`src/rtl/smp_pkg.sv`:
```
package smp_pkg;

    localparam int SAMPLES_PER_AVERAGE = 350;
    localparam int EASE_STEPS = 181;
    localparam int EASE_LAST = EASE_STEPS - 1;
    localparam int EASE_HALF = EASE_LAST / 2;
    localparam int PULSE_MAX = 32767;

    localparam int NUM_W = 40;
    localparam int DEN_W = 32;
    localparam int CNT_W = $clog2(NUM_W + 1);
    localparam int SUM_W = $clog2(SAMPLES_PER_AVERAGE * 4095 + 1);
    localparam int TALLY_W = $clog2(SAMPLES_PER_AVERAGE + 1);

    localparam logic [1:0] MODE_GOAL = 2'd0;
    localparam logic [1:0] MODE_SAMPLE = 2'd1;
    localparam logic [1:0] MODE_TICK = 2'd2;
    localparam logic [1:0] MODE_UNUSED = 2'd3;

    localparam logic [2:0] KIND_LINEAR = 3'd2;
    localparam logic [2:0] KIND_COSINE = 3'd3;
    localparam logic [2:0] KIND_SQCOS = 3'd4;

    localparam logic [2:0] REG_ANGLE_LOW = 3'd0;
    localparam logic [2:0] REG_ANGLE_HIGH = 3'd1;
    localparam logic [2:0] REG_PULSE_LOW = 3'd2;
    localparam logic [2:0] REG_PULSE_HIGH = 3'd3;
    localparam logic [2:0] REG_SENSOR_LOW = 3'd4;
    localparam logic [2:0] REG_SENSOR_HIGH = 3'd5;
    localparam logic [2:0] REG_PROFILE = 3'd6;
    localparam logic [2:0] REG_SLEW = 3'd7;

    localparam logic [6:0] COS_HALF [0:EASE_HALF] = '{
        7'd100, 7'd99, 7'd99, 7'd99, 7'd99, 7'd99, 7'd99, 7'd99, 7'd99, 7'd98, 7'd98,
        7'd98, 7'd97, 7'd97, 7'd97, 7'd96, 7'd96, 7'd95, 7'd95, 7'd94, 7'd93, 7'd93,
        7'd92, 7'd92, 7'd91, 7'd90, 7'd89, 7'd89, 7'd88, 7'd87, 7'd86, 7'd85, 7'd84,
        7'd83, 7'd82, 7'd81, 7'd80, 7'd79, 7'd78, 7'd77, 7'd76, 7'd75, 7'd74, 7'd73,
        7'd71, 7'd70, 7'd69, 7'd68, 7'd66, 7'd65, 7'd64, 7'd62, 7'd61, 7'd60, 7'd58,
        7'd57, 7'd55, 7'd54, 7'd52, 7'd51, 7'd50, 7'd48, 7'd46, 7'd45, 7'd43, 7'd42,
        7'd40, 7'd39, 7'd37, 7'd35, 7'd34, 7'd32, 7'd30, 7'd29, 7'd27, 7'd25, 7'd24,
        7'd22, 7'd20, 7'd19, 7'd17, 7'd15, 7'd13, 7'd12, 7'd10, 7'd8, 7'd6, 7'd5,
        7'd3, 7'd1, 7'd0
    };

    localparam logic [6:0] SQCOS_HALF [0:EASE_HALF] = '{
        7'd100, 7'd99, 7'd99, 7'd99, 7'd99, 7'd99, 7'd99, 7'd99, 7'd99, 7'd99, 7'd99,
        7'd99, 7'd98, 7'd98, 7'd98, 7'd98, 7'd98, 7'd97, 7'd97, 7'd97, 7'd96, 7'd96,
        7'd96, 7'd95, 7'd95, 7'd95, 7'd94, 7'd94, 7'd93, 7'd93, 7'd93, 7'd92, 7'd92,
        7'd91, 7'd91, 7'd90, 7'd89, 7'd89, 7'd88, 7'd88, 7'd87, 7'd86, 7'd86, 7'd85,
        7'd84, 7'd84, 7'd83, 7'd82, 7'd81, 7'd80, 7'd80, 7'd79, 7'd78, 7'd77, 7'd76,
        7'd75, 7'd74, 7'd73, 7'd72, 7'd71, 7'd70, 7'd69, 7'd68, 7'd67, 7'd66, 7'd65,
        7'd63, 7'd62, 7'd61, 7'd59, 7'd58, 7'd57, 7'd55, 7'd54, 7'd52, 7'd50, 7'd49,
        7'd47, 7'd45, 7'd43, 7'd41, 7'd39, 7'd37, 7'd34, 7'd32, 7'd29, 7'd26, 7'd22,
        7'd18, 7'd13, 7'd0
    };

    typedef struct packed {
        logic             start;
        logic [NUM_W-1:0] num;
        logic [DEN_W-1:0] den;
    } div_req_t;

    typedef struct packed {
        logic             busy;
        logic             done;
        logic [NUM_W-1:0] quot;
    } div_rsp_t;

    function automatic logic [6:0] ease_half(input logic use_sqrt, input logic [6:0] idx);
        logic [6:0] v;
        v = use_sqrt ? SQCOS_HALF[idx] : COS_HALF[idx];
        return v;
    endfunction

endpackage

```
`src/rtl/smp_divider.sv`:
```
module smp_divider
    import smp_pkg::*;
(
    input  logic     clk,
    input  logic     rst_n,
    input  div_req_t req,
    output div_rsp_t rsp
);

    logic             busy_reg;
    logic             done_reg;
    logic [CNT_W-1:0] cnt_reg;
    logic [NUM_W-1:0] quot_reg;
    logic [DEN_W-1:0] rem_reg;
    logic [DEN_W-1:0] den_reg;
    logic [DEN_W:0]   shifted;
    logic             fits;

    assign shifted = {rem_reg, quot_reg[NUM_W-1]};
    assign fits = shifted >= {1'b0, den_reg};

    always_ff @(posedge clk or negedge rst_n)
    begin
        if (!rst_n)
        begin
            busy_reg <= 1'b0;
            done_reg <= 1'b0;
            cnt_reg  <= '0;
        end
        else
        begin
            done_reg <= 1'b0;
            if (req.start)
            begin
                busy_reg <= 1'b1;
                cnt_reg  <= CNT_W'(NUM_W);
            end
            else if (busy_reg)
            begin
                cnt_reg <= cnt_reg - 1'b1;
                if (cnt_reg == CNT_W'(1))
                begin
                    busy_reg <= 1'b0;
                    done_reg <= 1'b1;
                end
            end
        end
    end

    always_ff @(posedge clk)
    begin
        if (req.start)
        begin
            quot_reg <= req.num;
            rem_reg  <= '0;
            den_reg  <= req.den;
        end
        else if (busy_reg)
        begin
            quot_reg <= {quot_reg[NUM_W-2:0], fits};
            rem_reg  <= fits ? DEN_W'(shifted - {1'b0, den_reg}) : shifted[DEN_W-1:0];
        end
    end

    assign rsp.busy = busy_reg;
    assign rsp.done = done_reg;
    assign rsp.quot = quot_reg;

endmodule

```
`src/rtl/servo_motion_profile.sv`:
```
// a sample needs one divider pass only when it completes an average; a tick needs up to two passes
// a goal needs up to three passes through the 40-bit radix-2 divider
// one item at a time: the next item is accepted once the sequencer returns to idle
// the output register lets a new item start while the previous result waits
// reset: asynchronous active low, configuration registers take their defaults, motion state is zero
module servo_motion_profile
    import smp_pkg::*;
(
    input  logic               clk,
    input  logic               rst_n,
    input  logic               cfg_we,
    input  logic [2:0]         cfg_index,
    input  logic [19:0]        cfg_data,
    input  logic               in_valid,
    output logic               in_ready,
    input  logic [1:0]         mode,
    input  logic signed [19:0] goal_angle,
    input  logic [11:0]        sensor_sample,
    output logic               out_valid,
    input  logic               out_ready,
    output logic [14:0]        pulse_us,
    output logic               moving,
    output logic [11:0]        position_avg
);

    typedef enum logic [3:0] {
        S_IDLE, S_GOAL_TGT, S_GOAL_ORG, S_GOAL_LEN, S_TICK,
        S_MUL, S_LCMP, S_DIV, S_DWAIT, S_FIN
    } state_t;

    typedef enum logic [2:0] {
        OP_TGT, OP_ORG, OP_LEN, OP_AVG, OP_LIN, OP_ARC, OP_EASE
    } op_t;

    state_t state_reg;
    op_t    op_reg;

    logic signed [19:0] al_reg, ah_reg;
    logic [14:0]        pl_reg, ph_reg;
    logic [11:0]        sl_reg, sh_reg;
    logic [2:0]         kind_reg;
    logic [15:0]        slew_reg;

    logic [14:0]        target_reg, origin_reg, present_reg;
    logic [31:0]        len_reg, elapsed_reg;
    logic               motion_reg;
    logic [SUM_W-1:0]   sum_reg;
    logic [TALLY_W-1:0] tally_reg;
    logic [11:0]        position_reg;

    logic signed [19:0] goal_reg;
    logic [31:0]        mul_a_reg;
    logic [15:0]        mul_b_reg;
    logic [47:0]        prod_reg;
    logic [DEN_W-1:0]   den_reg;
    logic               neg_reg;

    logic               out_valid_reg;
    logic [14:0]        pulse_out_reg;
    logic               moving_out_reg;
    logic [11:0]        pos_out_reg;

    div_req_t div_req;
    div_rsp_t div_rsp;

    logic signed [19:0] ang_lo, ang_hi, ang_c;
    logic signed [20:0] da, dal;
    logic signed [15:0] dpl;
    logic signed [12:0] dx, dsl;
    logic [20:0]        da_mag, dal_mag;
    logic [15:0]        dpl_mag;
    logic [12:0]        dx_mag, dsl_mag;
    logic [14:0]        p_lo, p_hi;
    logic [15:0]        rate_now;
    logic               up;
    logic [14:0]        span;
    logic signed [41:0] q_signed, mapped;
    logic [14:0]        tgt_clamped, org_clamped;
    logic [14:0]        off;
    logic [14:0]        stepped;
    logic [SUM_W-1:0]   sum_next;
    logic [TALLY_W-1:0] tally_next;
    logic [7:0]         arc;
    logic [6:0]         arc_idx;
    logic [6:0]         ease_v;
    logic [7:0]         ease_weight;
    logic [24:0]        span_scaled;
    logic               eased;

    smp_divider u_div (
        .clk   (clk),
        .rst_n (rst_n),
        .req   (div_req),
        .rsp   (div_rsp)
    );

    assign div_req.start = (state_reg == S_DIV);
    assign div_req.num   = prod_reg[NUM_W-1:0];
    assign div_req.den   = den_reg;

    always_comb
    begin
        ang_lo  = (al_reg < ah_reg) ? al_reg : ah_reg;
        ang_hi  = (al_reg < ah_reg) ? ah_reg : al_reg;
        ang_c   = (goal_reg < ang_lo) ? ang_lo : ((goal_reg > ang_hi) ? ang_hi : goal_reg);
        da      = {ang_c[19], ang_c} - {al_reg[19], al_reg};
        dal     = {ah_reg[19], ah_reg} - {al_reg[19], al_reg};
        dpl     = {1'b0, ph_reg} - {1'b0, pl_reg};
        dx      = {1'b0, position_reg} - {1'b0, sl_reg};
        dsl     = {1'b0, sh_reg} - {1'b0, sl_reg};
        da_mag  = da[20] ? 21'(21'd0 - da) : da;
        dal_mag = dal[20] ? 21'(21'd0 - dal) : dal;
        dpl_mag = dpl[15] ? 16'(16'd0 - dpl) : dpl;
        dx_mag  = dx[12] ? 13'(13'd0 - dx) : dx;
        dsl_mag = dsl[12] ? 13'(13'd0 - dsl) : dsl;
        p_lo    = (pl_reg < ph_reg) ? pl_reg : ph_reg;
        p_hi    = (pl_reg < ph_reg) ? ph_reg : pl_reg;
        rate_now = (slew_reg == 16'd0) ? 16'd1 : slew_reg;

        up   = target_reg > origin_reg;
        span = up ? 15'(target_reg - origin_reg) : 15'(origin_reg - target_reg);
        span_scaled = 25'(span) * 25'd1000;

        q_signed = $signed({2'b00, div_rsp.quot});
        mapped   = $signed({27'd0, pl_reg}) + (neg_reg ? -q_signed : q_signed);
        if (mapped < $signed({27'd0, p_lo}))
            tgt_clamped = p_lo;
        else if (mapped > $signed({27'd0, p_hi}))
            tgt_clamped = p_hi;
        else
            tgt_clamped = mapped[14:0];
        if (mapped < 42'sd0)
            org_clamped = 15'd0;
        else if (mapped > 42'sd32767)
            org_clamped = 15'(PULSE_MAX);
        else
            org_clamped = mapped[14:0];

        off     = div_rsp.quot[14:0];
        stepped = up ? 15'(origin_reg + off) : 15'(origin_reg - off);

        arc         = div_rsp.quot[7:0];
        arc_idx     = (arc <= 8'(EASE_HALF)) ? arc[6:0] : 7'(8'(EASE_LAST) - arc);
        ease_v      = ease_half(kind_reg == KIND_SQCOS, arc_idx);
        ease_weight = (arc <= 8'(EASE_HALF)) ? 8'(8'd100 - {1'b0, ease_v})
                                             : 8'(8'd100 + {1'b0, ease_v});

        eased      = (kind_reg == KIND_COSINE) || (kind_reg == KIND_SQCOS);
        sum_next   = sum_reg + SUM_W'(sensor_sample);
        tally_next = tally_reg + 1'b1;
    end

    always_ff @(posedge clk or negedge rst_n)
    begin
        if (!rst_n)
        begin
            state_reg     <= S_IDLE;
            op_reg        <= OP_TGT;
            al_reg        <= 20'sd0;
            ah_reg        <= 20'sd180000;
            pl_reg        <= 15'd1000;
            ph_reg        <= 15'd2000;
            sl_reg        <= 12'd0;
            sh_reg        <= 12'd4095;
            kind_reg      <= 3'd0;
            slew_reg      <= 16'd1000;
            target_reg    <= '0;
            origin_reg    <= '0;
            present_reg   <= '0;
            len_reg       <= '0;
            elapsed_reg   <= '0;
            motion_reg    <= 1'b0;
            sum_reg       <= '0;
            tally_reg     <= '0;
            position_reg  <= '0;
            out_valid_reg <= 1'b0;
        end
        else
        begin
            if (cfg_we)
            begin
                unique case (cfg_index)
                    REG_ANGLE_LOW:   al_reg   <= cfg_data;
                    REG_ANGLE_HIGH:  ah_reg   <= cfg_data;
                    REG_PULSE_LOW:   pl_reg   <= cfg_data[14:0];
                    REG_PULSE_HIGH:  ph_reg   <= cfg_data[14:0];
                    REG_SENSOR_LOW:  sl_reg   <= cfg_data[11:0];
                    REG_SENSOR_HIGH: sh_reg   <= cfg_data[11:0];
                    REG_PROFILE:     kind_reg <= cfg_data[2:0];
                    REG_SLEW:        slew_reg <= cfg_data[15:0];
                    default: ;
                endcase
            end

            if (out_valid_reg && out_ready && (state_reg != S_FIN))
                out_valid_reg <= 1'b0;

            unique case (state_reg)
                S_IDLE:
                begin
                    if (in_valid)
                    begin
                        goal_reg <= goal_angle;
                        unique case (mode)
                            MODE_GOAL:
                                state_reg <= S_GOAL_TGT;
                            MODE_SAMPLE:
                            begin
                                if (tally_next >= TALLY_W'(SAMPLES_PER_AVERAGE))
                                begin
                                    prod_reg  <= 48'(sum_next);
                                    den_reg   <= DEN_W'(SAMPLES_PER_AVERAGE);
                                    op_reg    <= OP_AVG;
                                    state_reg <= S_DIV;
                                end
                                else
                                    state_reg <= S_FIN;
                                sum_reg   <= sum_next;
                                tally_reg <= tally_next;
                            end
                            MODE_TICK:
                            begin
                                if (elapsed_reg != 32'hFFFF_FFFF)
                                    elapsed_reg <= elapsed_reg + 1'b1;
                                state_reg <= S_TICK;
                            end
                            default:
                                state_reg <= S_FIN;
                        endcase
                    end
                end
                S_GOAL_TGT:
                begin
                    if (al_reg == ah_reg)
                    begin
                        target_reg <= pl_reg;
                        state_reg  <= S_GOAL_ORG;
                    end
                    else
                    begin
                        mul_a_reg <= 32'(da_mag);
                        mul_b_reg <= dpl_mag;
                        den_reg   <= DEN_W'(dal_mag);
                        neg_reg   <= da[20] ^ dpl[15] ^ dal[20];
                        op_reg    <= OP_TGT;
                        state_reg <= S_MUL;
                    end
                end
                S_GOAL_ORG:
                begin
                    if (sl_reg == sh_reg)
                    begin
                        origin_reg <= pl_reg;
                        state_reg  <= S_GOAL_LEN;
                    end
                    else
                    begin
                        mul_a_reg <= 32'(dx_mag);
                        mul_b_reg <= dpl_mag;
                        den_reg   <= DEN_W'(dsl_mag);
                        neg_reg   <= dx[12] ^ dpl[15] ^ dsl[12];
                        op_reg    <= OP_ORG;
                        state_reg <= S_MUL;
                    end
                end
                S_GOAL_LEN:
                begin
                    mul_a_reg <= 32'(span);
                    mul_b_reg <= 16'd1000;
                    den_reg   <= DEN_W'(rate_now);
                    op_reg    <= OP_LEN;
                    state_reg <= S_MUL;
                end
                S_TICK:
                begin
                    if (kind_reg == KIND_LINEAR)
                    begin
                        if (span == 15'd0)
                        begin
                            motion_reg <= 1'b0;
                            state_reg  <= S_FIN;
                        end
                        else
                        begin
                            mul_a_reg <= elapsed_reg;
                            mul_b_reg <= rate_now;
                            op_reg    <= OP_LIN;
                            state_reg <= S_MUL;
                        end
                    end
                    else if (eased)
                    begin
                        if (span == 15'd0)
                        begin
                            motion_reg <= 1'b0;
                            state_reg  <= S_FIN;
                        end
                        else if ((len_reg == 32'd0) || (elapsed_reg >= len_reg))
                        begin
                            present_reg <= target_reg;
                            motion_reg  <= 1'b0;
                            state_reg   <= S_FIN;
                        end
                        else
                        begin
                            mul_a_reg <= elapsed_reg;
                            mul_b_reg <= 16'd180;
                            den_reg   <= len_reg;
                            op_reg    <= OP_ARC;
                            state_reg <= S_MUL;
                        end
                    end
                    else
                    begin
                        present_reg <= target_reg;
                        motion_reg  <= 1'b0;
                        state_reg   <= S_FIN;
                    end
                end
                S_MUL:
                begin
                    prod_reg  <= mul_a_reg * mul_b_reg;
                    state_reg <= (op_reg == OP_LIN) ? S_LCMP : S_DIV;
                end
                S_LCMP:
                begin
                    if (prod_reg >= 48'(span_scaled))
                    begin
                        present_reg <= target_reg;
                        motion_reg  <= 1'b0;
                        state_reg   <= S_FIN;
                    end
                    else
                    begin
                        den_reg   <= DEN_W'(1000);
                        state_reg <= S_DIV;
                    end
                end
                S_DIV:
                    state_reg <= S_DWAIT;
                S_DWAIT:
                begin
                    if (div_rsp.done)
                    begin
                        unique case (op_reg)
                            OP_TGT:
                            begin
                                target_reg <= tgt_clamped;
                                state_reg  <= S_GOAL_ORG;
                            end
                            OP_ORG:
                            begin
                                origin_reg <= org_clamped;
                                state_reg  <= S_GOAL_LEN;
                            end
                            OP_LEN:
                            begin
                                len_reg     <= div_rsp.quot[31:0];
                                elapsed_reg <= '0;
                                motion_reg  <= 1'b1;
                                state_reg   <= S_FIN;
                            end
                            OP_AVG:
                            begin
                                position_reg <= div_rsp.quot[11:0];
                                sum_reg      <= '0;
                                tally_reg    <= '0;
                                state_reg    <= S_FIN;
                            end
                            OP_LIN:
                            begin
                                present_reg <= stepped;
                                state_reg   <= S_FIN;
                            end
                            OP_ARC:
                            begin
                                mul_a_reg <= 32'(ease_weight);
                                mul_b_reg <= 16'(span);
                                den_reg   <= DEN_W'(200);
                                op_reg    <= OP_EASE;
                                state_reg <= S_MUL;
                            end
                            OP_EASE:
                            begin
                                present_reg <= stepped;
                                state_reg   <= S_FIN;
                            end
                            default:
                                state_reg <= S_FIN;
                        endcase
                    end
                end
                S_FIN:
                begin
                    if (!out_valid_reg || out_ready)
                    begin
                        out_valid_reg  <= 1'b1;
                        pulse_out_reg  <= present_reg;
                        moving_out_reg <= motion_reg;
                        pos_out_reg    <= position_reg;
                        state_reg      <= S_IDLE;
                    end
                end
                default:
                    state_reg <= S_IDLE;
            endcase
        end
    end

    assign in_ready     = (state_reg == S_IDLE);
    assign out_valid    = out_valid_reg;
    assign pulse_us     = pulse_out_reg;
    assign moving       = moving_out_reg;
    assign position_avg = pos_out_reg;

`ifndef SYNTH
    a_idle_div_quiet: assert property (@(posedge clk) disable iff (!rst_n)
        in_ready |-> !div_rsp.busy)
        else $error("divider busy while idle");

    a_done_in_wait: assert property (@(posedge clk) disable iff (!rst_n)
        div_rsp.done |-> (state_reg == S_DWAIT))
        else $error("divider result with no waiting step");

    a_one_item: assert property (@(posedge clk) disable iff (!rst_n)
        (in_valid && in_ready) |=> !in_ready)
        else $error("second item taken during work");
`endif

endmodule

```
`config.mk`:
```
export PLATFORM = sky130hd
export DESIGN_NAME = servo_motion_profile
export DESIGN_NICKNAME = d
export VERILOG_FILES = /design/src/rtl/smp_pkg.sv /design/src/rtl/smp_divider.sv /design/src/rtl/servo_motion_profile.sv
export SDC_FILE = /design/constraint.sdc
export NUM_CORES = 2
export LEC_CHECK = 0
export ABC_AREA = 1
export BUFFER_PORTS_ARGS = -buffer_cell sky130_fd_sc_hd__buf_4
export CAP_MARGIN = 20
export CORE_AREA = 2 2 284 496
export DETAILED_ROUTE_END_ITERATION = 8
export DIE_AREA = 0 0 286 498
export PLACE_DENSITY = 0.62
export SYNTH_ARGS = -nofsm -noshare
export SYNTH_HDL_FRONTEND = slang
export SYNTH_HIERARCHICAL = 1
export SYNTH_SLANG_ARGS = --single-unit
```
`constraint.sdc`:
```
create_clock -name clk -period 30 [get_ports clk]
set_input_delay 3 -clock clk [delete_from_list [all_inputs] [get_ports clk]]
set_output_delay 3 -clock clk [all_outputs]
set_load 0.1 [all_outputs]
```
After elaboration in Yosys (flattened, before gate mapping)
Memory sizes are Yosys's and may differ from the RTL's.
Index checks and enable logic that the tools add are counted.
{"block": "totals", "mem_bits_ro": 1792, "reg_bits": 562, "memories": 2}
{"name": "(name not given)", "words": 128, "width": 7, "read_ports": 1, "rd_clocked_by_memory_dff": 0, "write_ports": 0, "line_no": "smp_pkg.sv:71", "rtl": "v = use_sqrt ? SQCOS_HALF[idx] : COS_HALF[idx];"}
{"name": "(name not given)", "words": 128, "width": 7, "read_ports": 1, "rd_clocked_by_memory_dff": 0, "write_ports": 0, "line_no": "smp_pkg.sv:71"}
{"block": "op_classes", "mul": 2, "n_addsub": 24, "reduce_logical": 48, "bitwise_logic": 5, "order_cmp": 15, "n_eq_ne": 61, "muxes": 150}
{"operator": "$mux 32", "n": 27}
{"operator": "$mux 15", "n": 21}
{"operator": "$pmux 32 s7", "n": 1}
{"operator": "$mux 16", "n": 11}
{"operator": "$pmux 32 s5", "n": 1}
{"operator": "$mux 48", "n": 3}
{"operator": "$mux 21", "n": 6}
{"operator": "$pmux 48 s2", "n": 1}
{"operator": "$mux 20", "n": 4}
{"operator": "$mux 40", "n": 2}
{"operator": "$pmux 16 s5", "n": 1}
{"operator": "$pmux 32 s2", "n": 1}
{"operator": "$pmux 15 s2", "n": 2}
{"operator": "$ge 48x25->1", "n": 1}
{"operator": "$mul 32x16->48", "n": 1}
{"operator": "$pmux 15 s3", "n": 1}
{"operator": "$sub 15x15->15", "n": 3}
{"operator": "$add 16x42->42", "n": 1}
{"operator": "$gt 42x16->1", "n": 1}
{"operator": "$gt 42x16->1 const B", "n": 1}
{"operator": "$lt 42x1->1 const B", "n": 1}
{"operator": "$lt 42x16->1", "n": 1}
{"operator": "$mux 3", "n": 14}
{"operator": "$mux 42", "n": 1}
{"operator": "other kinds (83)", "n": 198}

Longest topological paths before layout
{"block": "logic_depth", "depth_word": 12, "mapped_depth": 56, "mapped_depth_nobuf": 54}

Cells and area by module
Netlist, hierarchy kept.
{"mod": "servo_motion_profile", "seq_area_each_um2": 12195.4, "area_each_um2": 54616.1, "n_inst": 1, "cells_each": 7297}
{"mod": "smp_divider", "seq_area_each_um2": 3002.9, "area_each_um2": 7185.6, "n_inst": 1, "cells_each": 1042}

Worst setup path after synthesis
OpenSTA, ideal clock, no wires.
{"block": "synth_path", "kind": "reg-to-reg", "start": "register target_reg[5]", "end": "register den_reg[0] (netlist name)", "setup_ps": 432, "path_slack_ps": 20351, "arrival_ps": 9217, "t_required_ps": 29568, "stages_incl_launch_ff": 50, "path_cell_list": "dfrtp_1 inv_1 ha_1 buf_2 nand2_1 inv_2 nand2_1 nor2_1 nand2_1 nand3_1 a21boi_1 nor2_1 nor2_1 o21bai_1 nand2_1 buf_2 buf_1 mux2i_1 [... 14 more ...] o21bai_1 a21oi_1 o21bai_1 a21oi_1 o21bai_1 nand2_1 nand2_1 a21oi_1 o21ai_0 xor2_1 ha_1 nor4_1 nand4_1 a21oi_1 o41ai_1 nand2_1 nand4_1 a21oi_1"}
{"element": "from (decl)", "line_no": "servo_motion_profile.sv:44", "rtl": "logic [14:0] target_reg, origin_reg, present_reg;"}
{"element": "from (signal assigned)", "line_no": "servo_motion_profile.sv:236", "rtl": "target_reg <= pl_reg;"}
{"element": "from (signal assigned)", "line_no": "servo_motion_profile.sv:348", "rtl": "target_reg <= tgt_clamped;"}

Worst setup path in the final report
{"block": "layout_path", "start": "register target_reg[7]", "end": "register present_reg[0]"}
{"block": "layout_via", "elab_chain_cells": 6}
{"element": "$sub 15x15->15 or $gt 15x15->1 (tied branches)", "line_no": "servo_motion_profile.sv:121, servo_motion_profile.sv:120"}
{"element": "$mux 15", "line_no": "servo_motion_profile.sv:121", "rtl": "span = up ? 15'(target_reg - origin_reg) : 15'(origin_reg - target_reg);"}
{"element": "$mul 15x7->22", "line_no": "servo_motion_profile.sv:122", "rtl": "span_scaled = 25'(span) * 25'd1000;"}
{"element": "$ge 48x25->1", "line_no": "servo_motion_profile.sv:327", "rtl": "if (prod_reg >= 48'(span_scaled))"}
{"element": "$ne 2x2->1 (no line)"}
{"element": "$reduce_and 7->1 (no line)"}
{"element": "to (signal assigned)", "line_no": "servo_motion_profile.sv:315", "rtl": "present_reg <= target_reg;"}
{"element": "to (signal assigned)", "line_no": "servo_motion_profile.sv:329", "rtl": "present_reg <= target_reg;"}
{"element": "to (signal assigned)", "line_no": "servo_motion_profile.sv:372", "rtl": "present_reg <= stepped;"}
{"element": "to (decl)", "line_no": "servo_motion_profile.sv:44"}
Several ways; a longest one is shown, not always the timed one. The select of a mux whose other input is x is not followed.
A chain may end at the register's enable or synchronous reset.

==> summary.md <==
| Metric | Value |
|---|---|
| Run status | `finished, final reports clean` |
| Critical Path Fanout Max | `31` |
| Most frequent cells in the layout | `nand2_1 (2228), inv_1 (1505), o21ai_0 (563)` |
| Critical path endpoint | `present_reg[0]` |
| Setup violations, final | `0` |
| Register area | `0.0152 sq mm` |
| Worst path bufs/invs | `11` |
| Period utilization | `34.2%` |
| Total CTS buffers | `57` |
| H-tree depth | `2` |
| Multi-input gate area | `0.0397 sq mm` |
| Final nets | `9315` |
| Worst path arrival time | `10780 ps` |
| # IOs | `92` |
| Placed cell count | `10.1k` |
| Final Non-Filler Cells | `10.2k` |
| CP Depth | `55` |
| Crit path from | `target_reg[7]` |
| Std cell rows | `181` |
| DIE HEIGHT | `498 um` |
| Mapped Cells | `8338` |
| Residual DRC | `0` |
| Total length of routed wires | `223000 um` |
| Initial antenna violation count | `16` |
| Core ar. | `0.139 sq mm` |
| Number of global-route vias before repair | `56.3k` |
| # resized after CTS | `0` |
| Slew margin rel. | `6.20%` |
| Setup repair bufs after CTS | `0` |
| ANT nets after route | `0` |
| FF-to-FF End | `present_reg[0]` |
| Synth warnings | `6` |
| Vias per Instance | `5.47` |
| R2R Setup Slk | `19740 ps` |
| Req. time, crit path | `30520 ps` |
| Initial Utilization | `44.6%` |
| Global route overflow | `0` |
| Layout cells sized above 1 | `6.34%` |
| CTS sink count | `562` |
| Initial drt markers | `4214` |
| Max-cap viol count | `0` |
| R2R cell count | `55` |
| Final HPWL DP | `179000 um` |
| Layout area overhead | `7.36%` |
| Worst skew pair latency | `690 ps` |
| CP most frequent cell | `nand2_1` |
| Maximum buffer depth of the clock tree | `3` |
| Setup crit start kind | `flop` |
| Clock-pin slew on the worst setup and hold paths | `70 ps` |
| Slowest CP cell | `o41ai_1` |
| RSZ-0062 raised after global routing | `no` |
| Aggregate global-route resource usage | `31.4%` |
| Clock Tree Root | `clkbuf_16` |
| Syn_area_per_cell | `7.41 sq um` |
| CTS tree | `built` |
| DR pass1 iterations | `8` |
| First-pass GRT wire length | `337000 um` |
| Max reg flops | `48` |
| Worst setup EP type | `flop` |
| Most common cell after layout, fill and taps aside | `nand2_1` |
| Critical path class | `flop to flop` |
| Final Hold Fails | `0` |
| Final Max Tran Viols | `0` |
| Worst-Margin Slew | `1390 ps` |
| Filler instances | `14.0k` |
| Final core occ | `47.9%` |
| Cell family with most CP delay | `adder cells` |
| Max Fclk | `97.5 MHz` |
| Drt wl/cell | `21.9 um` |
| Period minus WS final | `10260 ps` |
| Vias | `55.7k` |
| Largest net degree at the start of global routing | `81` |
| Reg2reg start | `target_reg[7]` |
| Worst Hold Class | `flop to flop` |
| Max incr delay on CP | `750 ps` |
| Syn Std Cell Area | `0.0618 sq mm` |
| Synth Net Count | `9368` |
| Die width | `286 um` |
| Setup tns final | `0 ps` |
| Die footprint | `0.142 sq mm` |
| Placer Congestion | `1.01` |
| Port bufs | `91` |
| Cts hold-fix bufs | `0` |
| Clk_skew | `53.2 ps` |
[how the worst min path moves through the flow]
stage | start | end | slack, ps | depth (start not counted)
floorplan | den_reg[0] | u_div/den_reg[0] | 400 | 0
global placement | den_reg[28] | u_div/den_reg[28] | 400 | 0
detailed placement | den_reg[28] | u_div/den_reg[28] | 400 | 0
CTS | den_reg[17] | u_div/den_reg[17] | 420 | 0
global route | den_reg[11] | u_div/den_reg[11] | 430 | 0
finish | den_reg[13] | u_div/den_reg[13] | 420 | 0
[layer usage]
layer,global-route usage (%),vias up,wire [um]
met5,0,-,23
met4,24.3,4,20500
met3,3.38,697,10900
met2,56.2,1903,113000
met1,33.4,26700,78600
li1,-,26400,-
[layout make-up]
class                           instances  share of cell area, %
Multi-Input combinational cell       5950                   59.9
Sequential cell                       562                   22.9
Inverter                             1543                   8.73
Tap cell                             1830                   3.45
Clock buffer                           67                   2.30
Timing Repair Buffer                  171                   2.03
Clock inverter                         40                  0.673
Antenna cell                            9                 0.0339
[per-stage QoR]
step	setup slack [ps]	hold slack, ps	area, sq um
global route	18810	435	66300
detailed placement	19540	405	64300
floorplan	20350	400	61800
finish	19740	422	66300
CTS	19490	422	66200
global placement	19540	401	64300
Power is left out: the tool's default activity adds up to more than one toggle a clock period on the data nets, which glitch-free logic cannot reach.
